--- src/hw/rtl/assert_macros.svh ---
// Assertion macros used by the reorder core.
`ifndef ASSERT_MACROS_SVH
`define ASSERT_MACROS_SVH
`ifndef SYNTHESIS
// Checks prop on every rising clk_i edge while rst_ni is high.
`define ITP_ASSERT(lbl, prop) \
  lbl: assert property (@(posedge clk_i) disable iff (!rst_ni) (prop)) \
    else $error("itp assertion failed");
// Checks that cond is never true on a rising clk_i edge.
`define ITP_NEVER(lbl, cond) \
  `ITP_ASSERT(lbl, !(cond))
`else
`define ITP_ASSERT(lbl, prop)
`define ITP_NEVER(lbl, cond)
`endif
`endif

--- src/hw/rtl/itp_pkg.sv ---
// Types and constants of the infix to postfix reorder block.
package itp_pkg;

  localparam int unsigned STACK_DEPTH    = 32;
  localparam int unsigned TOKEN_ID_WIDTH = 16;
  localparam int unsigned PTR_W          = (STACK_DEPTH > 1) ? $clog2(STACK_DEPTH) : 1;
  localparam int unsigned CNT_W          = $clog2(STACK_DEPTH + 1);

  localparam logic [2:0] KIND_CONST  = 3'd0;
  localparam logic [2:0] KIND_NAMED  = 3'd1;
  localparam logic [2:0] KIND_FUNC   = 3'd2;
  localparam logic [2:0] KIND_OPER   = 3'd3;
  localparam logic [2:0] KIND_LPAREN = 3'd4;
  localparam logic [2:0] KIND_RPAREN = 3'd5;

  typedef struct packed {
    logic                      req_type;
    logic [2:0]                token_kind;
    logic [TOKEN_ID_WIDTH-1:0] token_id;
    logic [2:0]                precedence;
    logic                      left_assoc;
  } in_beat_t;

  typedef struct packed {
    logic                      has_token;
    logic [TOKEN_ID_WIDTH-1:0] token_id_out;
    logic [2:0]                token_kind_out;
    logic                      last;
    logic                      overflow;
    logic                      aborted;
  } out_beat_t;

  typedef struct packed {
    logic [TOKEN_ID_WIDTH-1:0] id;
    logic [2:0]                kind;
    logic [2:0]                prec;
    logic                      assoc;
  } stack_entry_t;

  localparam int unsigned ENTRY_W = $bits(stack_entry_t);

endpackage

--- src/hw/rtl/itp_ram.sv ---
// Generic single-write, single-read RAM with registered read data.
module itp_ram #(
  parameter int unsigned WIDTH = 8,
  parameter int unsigned DEPTH = 16
) (
  input  logic                                      clk_i,
  input  logic                                      we_i,
  input  logic [((DEPTH > 1) ? $clog2(DEPTH) : 1)-1:0] waddr_i,
  input  logic [WIDTH-1:0]                          wdata_i,
  input  logic                                      re_i,
  input  logic [((DEPTH > 1) ? $clog2(DEPTH) : 1)-1:0] raddr_i,
  output logic [WIDTH-1:0]                          rdata_o
);

  logic [WIDTH-1:0] mem_q [DEPTH];
  logic [WIDTH-1:0] rdata_q;

  always_ff @(posedge clk_i) begin
    if (we_i) begin
      mem_q[waddr_i] <= wdata_i;
    end
    if (re_i) begin
      rdata_q <= mem_q[raddr_i];
    end
  end

  assign rdata_o = rdata_q;

endmodule

--- src/hw/rtl/itp_out_stage.sv ---
// Output register stage that holds one result beat until it is taken.
module itp_out_stage (
  input  logic              clk_i,
  input  logic              rst_ni,
  input  logic              load_i,
  input  itp_pkg::out_beat_t data_i,
  output logic              free_o,
  output logic              valid_o,
  input  logic              ready_i,
  output itp_pkg::out_beat_t data_o
);
  import itp_pkg::*;

  logic      valid_q;
  out_beat_t data_q;

  assign free_o = !valid_q || ready_i;

  always_ff @(posedge clk_i or negedge rst_ni) begin
    if (!rst_ni) begin
      valid_q <= 1'b0;
    end else if (load_i) begin
      valid_q <= 1'b1;
    end else if (ready_i) begin
      valid_q <= 1'b0;
    end
  end

  always_ff @(posedge clk_i) begin
    if (load_i) begin
      data_q <= data_i;
    end
  end

  assign valid_o = valid_q;
  assign data_o  = data_q;

endmodule

--- src/hw/rtl/infix_to_postfix_reorder_core.sv ---
// Top level of the infix to postfix token reorder block.
//
// This block turns a stream of infix tokens into postfix order with an
// operator stack held in a synchronous RAM of STACK_DEPTH entries. Each input
// beat yields one or more result beats, and the final one carries last along
// with the overflow and aborted flags. Items are handled one at a time, and
// a popped token is held back one step so that last can be set on it once
// the block knows nothing follows. The stack RAM has registered read data,
// and every stacked entry that is examined goes through a read state and
// then a decide state. Every beat ends in a final state that loads its last
// result, and an operator passes a push state before it. Output back
// pressure stalls the block only when a result must leave while the output
// register still holds an earlier beat. The stack count starts at zero after
// reset, so no clearing pass over the RAM is needed. A new input beat is
// taken while the last result of the previous one still waits in the output
// register.
module infix_to_postfix_reorder_core (
  input  logic               clk_i,
  input  logic               rst_ni,
  input  logic               in_valid_i,
  output logic               in_ready_o,
  input  itp_pkg::in_beat_t  in_data_i,
  output logic               out_valid_o,
  input  logic               out_ready_i,
  output itp_pkg::out_beat_t out_data_o
);
  import itp_pkg::*;

  `include "assert_macros.svh"

  typedef enum logic [2:0] {
    ST_IDLE,
    ST_READ,
    ST_CHECK,
    ST_PUSH,
    ST_FINAL
  } state_e;

  state_e       state_q, state_d;
  logic [CNT_W-1:0] count_q, count_d;
  in_beat_t     cur_q, cur_d;
  stack_entry_t pend_q, pend_d;
  logic         pend_valid_q, pend_valid_d;
  logic         ovf_q, ovf_d;
  logic         ab_q, ab_d;

  logic             mem_we, mem_re;
  logic [PTR_W-1:0] mem_waddr, mem_raddr;
  stack_entry_t     mem_wdata, top;
  logic [ENTRY_W-1:0] mem_rdata;

  logic       out_load, out_free;
  out_beat_t  out_beat;

  logic [CNT_W-1:0] cnt_m1;
  logic             full;
  logic             in_fire;
  logic             do_pop;

  assign cnt_m1     = count_q - CNT_W'(1);
  assign full       = (count_q == CNT_W'(STACK_DEPTH));
  assign in_ready_o = (state_q == ST_IDLE);
  assign in_fire    = in_valid_i && in_ready_o;
  assign mem_raddr  = cnt_m1[PTR_W-1:0];
  assign mem_waddr  = count_q[PTR_W-1:0];
  assign top        = stack_entry_t'(mem_rdata);

  // Pop rule for the entry read from the top of the stack. An end beat pops
  // everything; a right parenthesis pops down to its left parenthesis; an
  // operator pops functions and stronger or equal left-associative operators.
  always_comb begin
    do_pop = 1'b0;
    if (cur_q.req_type) begin
      do_pop = 1'b1;
    end else if (top.kind == KIND_LPAREN) begin
      do_pop = 1'b0;
    end else if (cur_q.token_kind == KIND_OPER) begin
      do_pop = (top.kind == KIND_FUNC) || (top.prec > cur_q.precedence) ||
               ((top.prec == cur_q.precedence) && top.assoc);
    end else begin
      do_pop = 1'b1;
    end
  end

  always_comb begin
    state_d      = state_q;
    count_d      = count_q;
    cur_d        = cur_q;
    pend_d       = pend_q;
    pend_valid_d = pend_valid_q;
    ovf_d        = ovf_q;
    ab_d         = ab_q;
    mem_we       = 1'b0;
    mem_re       = 1'b0;
    mem_wdata    = '{id: cur_q.token_id, kind: cur_q.token_kind,
                     prec: cur_q.precedence, assoc: cur_q.left_assoc};
    out_load     = 1'b0;
    out_beat     = '0;

    unique case (state_q)
      ST_IDLE: begin
        if (in_fire) begin
          cur_d        = in_data_i;
          ovf_d        = 1'b0;
          ab_d         = 1'b0;
          pend_valid_d = 1'b0;
          mem_wdata    = '{id: in_data_i.token_id, kind: in_data_i.token_kind,
                           prec: in_data_i.precedence, assoc: in_data_i.left_assoc};
          if (in_data_i.req_type) begin
            state_d = (count_q != '0) ? ST_READ : ST_FINAL;
          end else begin
            unique case (in_data_i.token_kind)
              KIND_CONST, KIND_NAMED: begin
                pend_valid_d = 1'b1;
                pend_d       = mem_wdata;
                state_d      = ST_FINAL;
              end
              KIND_FUNC, KIND_LPAREN: begin
                if (full) begin
                  ovf_d = 1'b1;
                end else begin
                  mem_we  = 1'b1;
                  count_d = count_q + CNT_W'(1);
                end
                state_d = ST_FINAL;
              end
              KIND_OPER: begin
                state_d = (count_q != '0) ? ST_READ : ST_PUSH;
              end
              KIND_RPAREN: begin
                state_d = (count_q != '0) ? ST_READ : ST_FINAL;
              end
              default: begin
                count_d = '0;
                ab_d    = 1'b1;
                state_d = ST_FINAL;
              end
            endcase
          end
        end
      end
      ST_READ: begin
        mem_re  = 1'b1;
        state_d = ST_CHECK;
      end
      ST_CHECK: begin
        if (do_pop) begin
          // The held token leaves now with last clear; the popped entry
          // takes its place until the block knows whether more follow.
          if (!pend_valid_q || out_free) begin
            if (pend_valid_q) begin
              out_load = 1'b1;
              out_beat = '{has_token: 1'b1, token_id_out: pend_q.id,
                           token_kind_out: pend_q.kind, last: 1'b0,
                           overflow: 1'b0, aborted: 1'b0};
            end
            pend_valid_d = 1'b1;
            pend_d       = top;
            count_d      = cnt_m1;
            if (cnt_m1 == '0) begin
              state_d = (!cur_q.req_type && cur_q.token_kind == KIND_OPER) ?
                        ST_PUSH : ST_FINAL;
            end else begin
              state_d = ST_READ;
            end
          end
        end else if (cur_q.token_kind == KIND_OPER) begin
          state_d = ST_PUSH;
        end else begin
          // A right parenthesis reached its left parenthesis: drop it.
          count_d = cnt_m1;
          state_d = ST_FINAL;
        end
      end
      ST_PUSH: begin
        if (full) begin
          ovf_d = 1'b1;
        end else begin
          mem_we  = 1'b1;
          count_d = count_q + CNT_W'(1);
        end
        state_d = ST_FINAL;
      end
      ST_FINAL: begin
        if (out_free) begin
          out_load     = 1'b1;
          out_beat     = '{has_token: pend_valid_q,
                           token_id_out: pend_valid_q ? pend_q.id : '0,
                           token_kind_out: pend_valid_q ? pend_q.kind : 3'd0,
                           last: 1'b1, overflow: ovf_q, aborted: ab_q};
          pend_valid_d = 1'b0;
          state_d      = ST_IDLE;
        end
      end
      default: begin
        state_d = ST_IDLE;
      end
    endcase
  end

  always_ff @(posedge clk_i or negedge rst_ni) begin
    if (!rst_ni) begin
      state_q      <= ST_IDLE;
      count_q      <= '0;
      pend_valid_q <= 1'b0;
      ovf_q        <= 1'b0;
      ab_q         <= 1'b0;
    end else begin
      state_q      <= state_d;
      count_q      <= count_d;
      pend_valid_q <= pend_valid_d;
      ovf_q        <= ovf_d;
      ab_q         <= ab_d;
    end
  end

  always_ff @(posedge clk_i) begin
    cur_q  <= cur_d;
    pend_q <= pend_d;
  end

  itp_ram #(
    .WIDTH (ENTRY_W),
    .DEPTH (STACK_DEPTH)
  ) u_stack_ram (
    .clk_i   (clk_i),
    .we_i    (mem_we),
    .waddr_i (mem_waddr),
    .wdata_i (mem_wdata),
    .re_i    (mem_re),
    .raddr_i (mem_raddr),
    .rdata_o (mem_rdata)
  );

  itp_out_stage u_out_stage (
    .clk_i   (clk_i),
    .rst_ni  (rst_ni),
    .load_i  (out_load),
    .data_i  (out_beat),
    .free_o  (out_free),
    .valid_o (out_valid_o),
    .ready_i (out_ready_i),
    .data_o  (out_data_o)
  );

  // The stack count never passes the RAM depth.
  `ITP_NEVER(a_count_range, count_q > CNT_W'(STACK_DEPTH))
  // A push never lands on a full stack.
  `ITP_NEVER(a_push_full, mem_we && full)
  // A result is never loaded over one that is still waiting.
  `ITP_NEVER(a_out_overrun, out_load && !out_free)
  // Flags only travel on the last beat of a run.
  `ITP_ASSERT(a_flags_last, (out_valid_o && !out_data_o.last) |-> (!out_data_o.overflow && !out_data_o.aborted))
  // No token is held back while a new input beat may be taken.
  `ITP_ASSERT(a_idle_no_pend, in_ready_o |-> !pend_valid_q)

endmodule

--- config.mk ---
export PLATFORM = sky130hd
export DESIGN_NAME = infix_to_postfix_reorder_core
export DESIGN_NICKNAME = d
export VERILOG_FILES = /design/src/hw/rtl/itp_pkg.sv /design/src/hw/rtl/itp_ram.sv /design/src/hw/rtl/itp_out_stage.sv /design/src/hw/rtl/infix_to_postfix_reorder_core.sv
export VERILOG_INCLUDE_DIRS = /design/src /design/src/hw/rtl
export SDC_FILE = /design/constraint.sdc
export NUM_CORES = 1
export LEC_CHECK = 0
export BUFFER_PORTS_ARGS = -buffer_cell sky130_fd_sc_hd__buf_2
export CAP_MARGIN = 10
export CORE_MARGIN = 1.5
export CORE_UTILIZATION = 56
export DETAILED_ROUTE_END_ITERATION = 6
export GPL_TIMING_DRIVEN = 0
export PLACE_DENSITY = 0.85
export SYNTH_ARGS = -nofsm -noshare
export SYNTH_HDL_FRONTEND = slang
export SYNTH_HIERARCHICAL = 1
export SYNTH_SLANG_ARGS = --single-unit
--- constraint.sdc ---
create_clock -name clk_i -period 3.01 [get_ports clk_i]
set_input_delay 0.4515 -clock clk_i [delete_from_list [all_inputs] [get_ports clk_i]]
set_output_delay 0.4515 -clock clk_i [all_outputs]
set_load 0.01 [all_outputs]
==> impl_metrics.toml, run 1 <==
[drt]
post-route-drc-count = 1
wl_met1_mm = 31.5
ant_nets = 0
drt_iter0_markers = 2950
wl_met2_mm = 42.4
postRouteWirelength_mm = 90.3
viasPerCell = 6.70
firstDrtPassIters = 7
wl_per_cell_microns = 29.6
dr_wl_met3_mm = 11.4
routed.top_layer = "met4"
vias = 20406

[worst_hold_path]
hp-class = "primary input to flop"

[sta]
drv_slew = 0
setup_tns_ns = -0.0173
finClkSkew_ns = 0.0258
final-setup-viol-count = 1
hold_viol = 0
tightestPinTransition_ns = 0.980
whs_ns = 0.0325
min_period_ns = 3.03
max_clock_freq_ghz = 0.330
fin_crit_sh_pct = 101
fin_ws_ns = -0.0173
slew_headroom_pct = 34.7

[clock_network]
h-tree-depth = 3
cts_buffer_depth = 3
tritoncts = "yes"
clock-root-buffer = "clkbuf_16"
cts_sinks = 838
clk_latency_ns = 0.66
clkTransAtPathRegs_ns = 0.06
cts-buffers-inserted = 80

[yosys]
postSynthCellCount = 2011
synthAdderAreaFrac_pct = 0.258
synth_top_family_by_area = "multiplexers"
syn_nets = 2045
synth_cell_types = 63
synth_compound_area_share_pct = 5.66
yosysWarnings = 6
synth_area_leaders = "edfxtp_1 74%, mux2i_1 11%, a22oi_1 2.1%"
syn_area_sq_um = 33500
synth_ff_type = "edfxtp_1"
synth-seq-cells = 838
synth_top_area_share_pct = 74.0
synth-simple-area-share_pct = 5.70
avgSynthCellArea_sq_um = 16.6
async_reset_ff_share_pct = 1.55
synth_seq_area_share_pct = 75.0
synthXorXnorAreaFrac_pct = 0.0785
synth.area.mux_share_pct = 11.0
yosys.area.top_type = "edfxtp_1"
synth_edf_count = 825

[finish]
finalNonFillerCells = 3046
fin_util_pct = 66.5
seqCellArea_sq_um = 25100
fillers = 3510
final_nets = 2244
diodes = 0
area.growth.synth_to_final_pct = 17.2
multi_input_area_sq_um = 8420
drive_gt1_share_pct = 19.7

[placed_design]
place.gp.congestion = 1.00
dpl_worst_slack_ns = -1.20
io_buffer_count = 52
place_hpwl_mm = 54.9
dp.cells = 2879

[critical_path]
crit_chain = "buf_6 -> xnor2_2 -> inv_1 -> nor2b_1 -> buf_4 -> clkbuf_4 -> a22oi_1 -> a31oi_4 -> nand3_2"
cp_slowest_cell = "dfrtp_2"
startpoint_type = "flop"
max_stage_delay_ns = 0.53
crit_required_ns = 3.36
arrival_ns = 3.37
worstSetupPathType = "flop to flop"
end_kind = "flop"
cp_max_fo = 10

[grt]
antenna_found_initial = 0
gr-total-overflow = 0
grt_pass1_vias = 20076
grt_use_total_pct = 29.5
grt_max_degree = 34
grt_pass1_wl_mm = 130

[floorplan]
coreArea_sq_um = 59000
dieArea_sq_um = 61300
initial_core_util_pct = 56.7
ios = 53
die_w_microns = 248
rows = 89
dieHeight_microns = 248

[power]
ir_drop_v = 0.000644
p_leak_nw = 14.4
cellPowerDensity_nw_per_um2 = 1120

[flow_run]
maxCapViolations = 0

[status]
status = "finished, violations left"
violations = "DRC, setup timing"
-- layer usage --
layer	global-route usage (%)	vias to the layer above
met2	47.2	1711
met1	37.7	10133
met5	0	-
met4	14.9	0
li1	-	8271
met3	7.42	291
-- cell type report --
type                       instances  share of cell area (%)
buffer                           112                    2.08
clock buffer                     103                    5.32
clock inverter                    42                    1.03
inverter                          13                   0.124
multi-input combinational       1045                    21.5
sequential                       838                    64.0
tap                              773                    2.47
timing repair buffer             120                    3.50
-- worst max-delay path: cells and delay by family, from the launching register on --
kind | cells | cell delay, ns
AO/OA/AOI/OAI | 2 | 0.64
buffers and inverters | 4 | 0.94
XOR/XNOR | 1 | 0.21
AND/OR/NAND/NOR | 2 | 0.41
flip-flops | 1 | 0.53
-- worst paths after layout --
kind	start	to	slack, ns	depth (start not counted)
worst max-delay path	count_q[2]$_DFFE_PN0P_	u_stack_ram/rdata_o[16]$_DFFE_PP_	-0.02	9
worst min-delay path	in_data_i[18]	cur_q[18]$_DFFE_PP_	0.03	1
worst max register to register	count_q[2]$_DFFE_PN0P_	u_stack_ram/rdata_o[16]$_DFFE_PP_	-0.02	9
worst min register to register	ab_q$_DFFE_PN0P_	ab_q$_DFFE_PN0P_	0.50	1
max in group asynchronous	rst_ni	count_q[3]$_DFFE_PN0P_	2.50	2
min in group asynchronous	rst_ni	state_q[0]$_DFFE_PN0P_	0.24	2
-- timing repair --
item	4_1_cts	5_1_grt
cloned	0	0
setup endpoints to repair	1335	658
gates resized for setup	146	47
hold endpoints to repair	16	0
setup buffers	12	9
pin swaps	7	10
hold buffers	4	0
-- logic make-up after synthesis --
kind of cell / Yosys count
flip-flops: 838
adder cells (fa/ha/maj): 7
XOR/XNOR: 3
AND/OR/NAND/NOR: 398
buffers and inverters: 128
AO/OA/AOI/OAI: 268
multiplexers: 369
-- state kept, by name, summed over array words and instances (netlist names) --
register	cells
u_stack_ram/rdata_o	23
u_out_stage/data_o	23
count_q	6
pend_valid_q	1
ab_q	1
ovf_q	1
state_q	3
u_out_stage/valid_o	1
cur_q	24
pend_q	19
u_stack_ram/mem_q	736
-- cells in the mapped netlist, types with 2 or more instances --
master and instances:
nor2b_1 5, a31oi_1 31, nand3_1 54, ha_1 6
nor3b_1 4, clkbuf_1 39, a21oi_1 61, xnor2_1 2
or3_1 2, and2_1 26, inv_1 13, buf_8 5
nand4_1 24, o31ai_1 2, a22oi_1 92, and3_1 3
dfrtp_1 13, edfxtp_1 825, a21o_1 2, nand2b_1 6
nor2_1 47, or3b_2 3, o21ai_0 14, buf_4 27
buf_6 13, nand3b_1 6, a22o_1 47, mux2i_1 369
nor3_1 30, a211oi_1 2, buf_1 3, nand2_1 175
o22ai_1 2, buf_2 28, a221oi_1 2
-- through the flow --
| stage | power (mW) | area (sq um) |
|---|---|---|
| after CTS | 42.3 | 38900 |
| final | 43.9 | 39200 |
| after global placement | 30.5 | 34700 |
| after global routing | 44.8 | 39200 |
| after floorplan | 24.9 | 33500 |
| after detailed placement | 31.4 | 35600 |
-- layout by cell type (no fill, tap or decap), types with 14 or more instances in the layout --
| cell | Yosys | layout |
|---|---|---|
| edfxtp_1 | 825 | 825 |
| mux2i_1 | 369 | 369 |
| nand2_1 | 175 | 156 |
| a22oi_1 | 92 | 92 |
| clkbuf_16 | 0 | 80 |
| buf_2 | 28 | 62 |
| a21oi_1 | 61 | 61 |
| buf_4 | 27 | 47 |
| a22o_1 | 47 | 47 |
| nand3_1 | 54 | 45 |
| clkbuf_1 | 39 | 37 |
| buf_8 | 5 | 33 |
| nor2_4 | 0 | 28 |
| and2_1 | 26 | 25 |
| nand4_1 | 24 | 24 |
| buf_6 | 13 | 19 |
| clkbuf_2 | 0 | 18 |
| clkinv_1 | 0 | 16 |
| nor3_2 | 1 | 14 |
-- report_power, final --
part	total, mW	switching [mW]	leakage [nW]	internal, mW
clock	9.74	4.44	1.20	5.31
combinational	18.7	13.0	5.53	5.74
sequential	15.4	0.259	7.63	15.1
total	43.9	17.7	14.4	26.2
(Power assumes the default switching activity.)
==> run 2, diff against run 1 <==
==> constraint.sdc (replaced) <==
create_clock -name clk_i -period 3.01 [get_ports clk_i]
set_input_delay 0.1505 -clock clk_i [delete_from_list [all_inputs] [get_ports clk_i]]
set_output_delay 0.1505 -clock clk_i [all_outputs]
set_load 0.01 [all_outputs]
==> impl_metrics.toml, run 2 (synthesis gave the netlist of run 1 again) <==
[status]
status = "finished, violations left"
violations = "setup timing"

[critical_path]
cp_top_family = "buffers and inverters"
crit_required_ns = 3.38
cp_max_fo = 10
worstRegToRegCells = 10
max_stage_delay_ns = 0.43
end_kind = "flop"
cp_slowest_cell = "dfrtp_2"
arrival_ns = 3.46
cp_num_buf_inv = 4
startpoint_type = "flop"
crit_chain = "inv_1 -> ha_4 -> xnor2_2 -> inv_1 -> and2_1 -> buf_4 -> clkbuf_2 -> a21oi_1 -> a31oi_1 -> nand3_1"
worstSetupPathType = "flop to flop"
crit_top_cell = "inv_1"
worstSetupPathDepth = 10

[power]
p_leak_nw = 14.5
switching_power_mw = 17.8
seqPwrFrac_pct = 35.0
p_int_mw = 26.2
cellPowerDensity_nw_per_um2 = 1110
swShare_pct = 40.4
p_comb_share_pct = 42.8
ir_drop_v = 0.000656
pwr-share-clk_pct = 22.2

[finish]
top_regs = "u_stack_ram/mem_q x736, cur_q x24"
layout_commonest_cell = "edfxtp_1"
regMostFlops = "u_stack_ram/mem_q"
mostFrequentLayoutCells = "825 x edfxtp_1, 369 x mux2i_1, 156 x nand2_1, 92 x a22oi_1, 80 x clkbuf_16"
area.growth.synth_to_final_pct = 17.8
final_nets = 2265
largest_register_ffs = 736
diodes = 0
drive_gt1_share_pct = 19.4
finalNonFillerCells = 3067

[clock_network]
clk_latency_ns = 0.66
cts_buffer_depth = 3
tritoncts = "yes"
h-tree-depth = 3
cts_sinks = 838
clock-root-buffer = "clkbuf_16"
cts-buffers-inserted = 80
clkTransAtPathRegs_ns = 0.06

[floorplan]
initial_core_util_pct = 56.7
die_w_microns = 248
dieArea_sq_um = 61300
dieHeight_microns = 248
ios = 53
rows = 89
coreArea_sq_um = 59000

[drt]
wl_per_cell_microns = 29.6
wl_met1_mm = 31.3
post-route-drc-count = 0
vias = 20355
ant_nets = 0
wl_met2_mm = 42.5
viasPerCell = 6.64
dr_wl_met3_mm = 11.7
postRouteWirelength_mm = 90.7
firstDrtPassIters = 7
drt_iter0_markers = 3003
routed.top_layer = "met4"

[grt]
grt_use_total_pct = 29.7
grt_pass1_wl_mm = 131
antenna_found_initial = 0
gr-total-overflow = 0
grt_max_degree = 34
grt_pass1_vias = 20300

[placed_design]
io_buffer_count = 52
place_hpwl_mm = 54.9
place.gp.congestion = 1.00
dpl_worst_slack_ns = -1.20
dp.cells = 2879

[sta]
fin_crit_sh_pct = 103
slew_headroom_pct = 32.6
hold_viol = 0
tightestPinTransition_ns = 1.01
drv_slew = 0
fin_ws_ns = -0.0812
max_clock_freq_ghz = 0.323
final-setup-viol-count = 8
min_period_ns = 3.09
finClkSkew_ns = 0.0237

[worst_hold_path]
hold_depth = 2
hp-class = "primary input to flop"

[flow_run]
maxCapViolations = 0
run 2: changes by cell type in the layout (fill, tap and decap cells not counted), sizes merged:
cell	delta
buf	-2
dlygate4sd3	+24
clkbuf	-1
run 2: timing repair:
item,4_1_cts,5_1_grt
setup buffers,12,6
hold buffers,28,0
pin swaps,7,9
gates resized for setup,146,49
endpoints found under the setup margin,1335,712
hold endpoints to repair,56,0
run 2: layer usage:
layer	vias to the layer above	global-route usage, %
met5	-	0
met4	0	15.5
met3	290	7.79
met2	1739	47.4
met1	10006	37.5
li1	8320	-
run 2: path summary, 6_finish.rpt:
path                                        start                               end  slack (ns)
setup / recovery           count_q[0]$_DFFE_PN0P_  u_stack_ram/rdata_o[3]$_DFFE_PP_       -0.08
hold / removal                      in_data_i[21]               cur_q[21]$_DFFE_PP_        0.24
setup reg to reg           count_q[0]$_DFFE_PN0P_  u_stack_ram/rdata_o[3]$_DFFE_PP_       -0.08
hold reg to reg                  ab_q$_DFFE_PN0P_                  ab_q$_DFFE_PN0P_        0.49
max in group asynchronous                  rst_ni            count_q[1]$_DFFE_PN0P_        1.92
min in group asynchronous                  rst_ni            state_q[1]$_DFFE_PN0P_        0.61
run 2: through the flow:
step | setup TNS (ns) | util, % | total power [mW] | hold WS, ns | instance area, sq um
2_1_floorplan | -52.66 | - | 24.9 | -0.145 | 33500
3_3_place_gp | -1299.48 | 58.8 | 30.5 | 0.0658 | 34700
3_5_place_dp | -562.57 | 60.3 | 31.4 | 0.0688 | 35600
4_1_cts | 0 | 66.4 | 42.3 | 0.241 | 39200
5_1_grt | -2.16 | 66.8 | 44.9 | 0.247 | 39400
6_report | -0.277 | 66.8 | 44.0 | 0.241 | 39400
run 2: cell type report:
class | count | area (sq um)
clock buffer | 103 | 2090
clock inverter | 42 | 404
tap | 773 | 967
timing repair buffer | 141 | 1580
buffer | 112 | 808
sequential | 838 | 25100
multi-input combinational | 1045 | 8440
fill | 3477 | 19600
inverter | 13 | 48.8
run 2: power groups by stage:
stage / clock network, mW / logic, mW / registers [mW]
floorplan: 0 / 9.27 / 15.6
global placement: 0 / 14.7 / 15.8
detailed placement: 0 / 15.7 / 15.7
CTS: 9.68 / 17.2 / 15.4
global route: 10.3 / 19.2 / 15.4
finish: 9.75 / 18.8 / 15.4
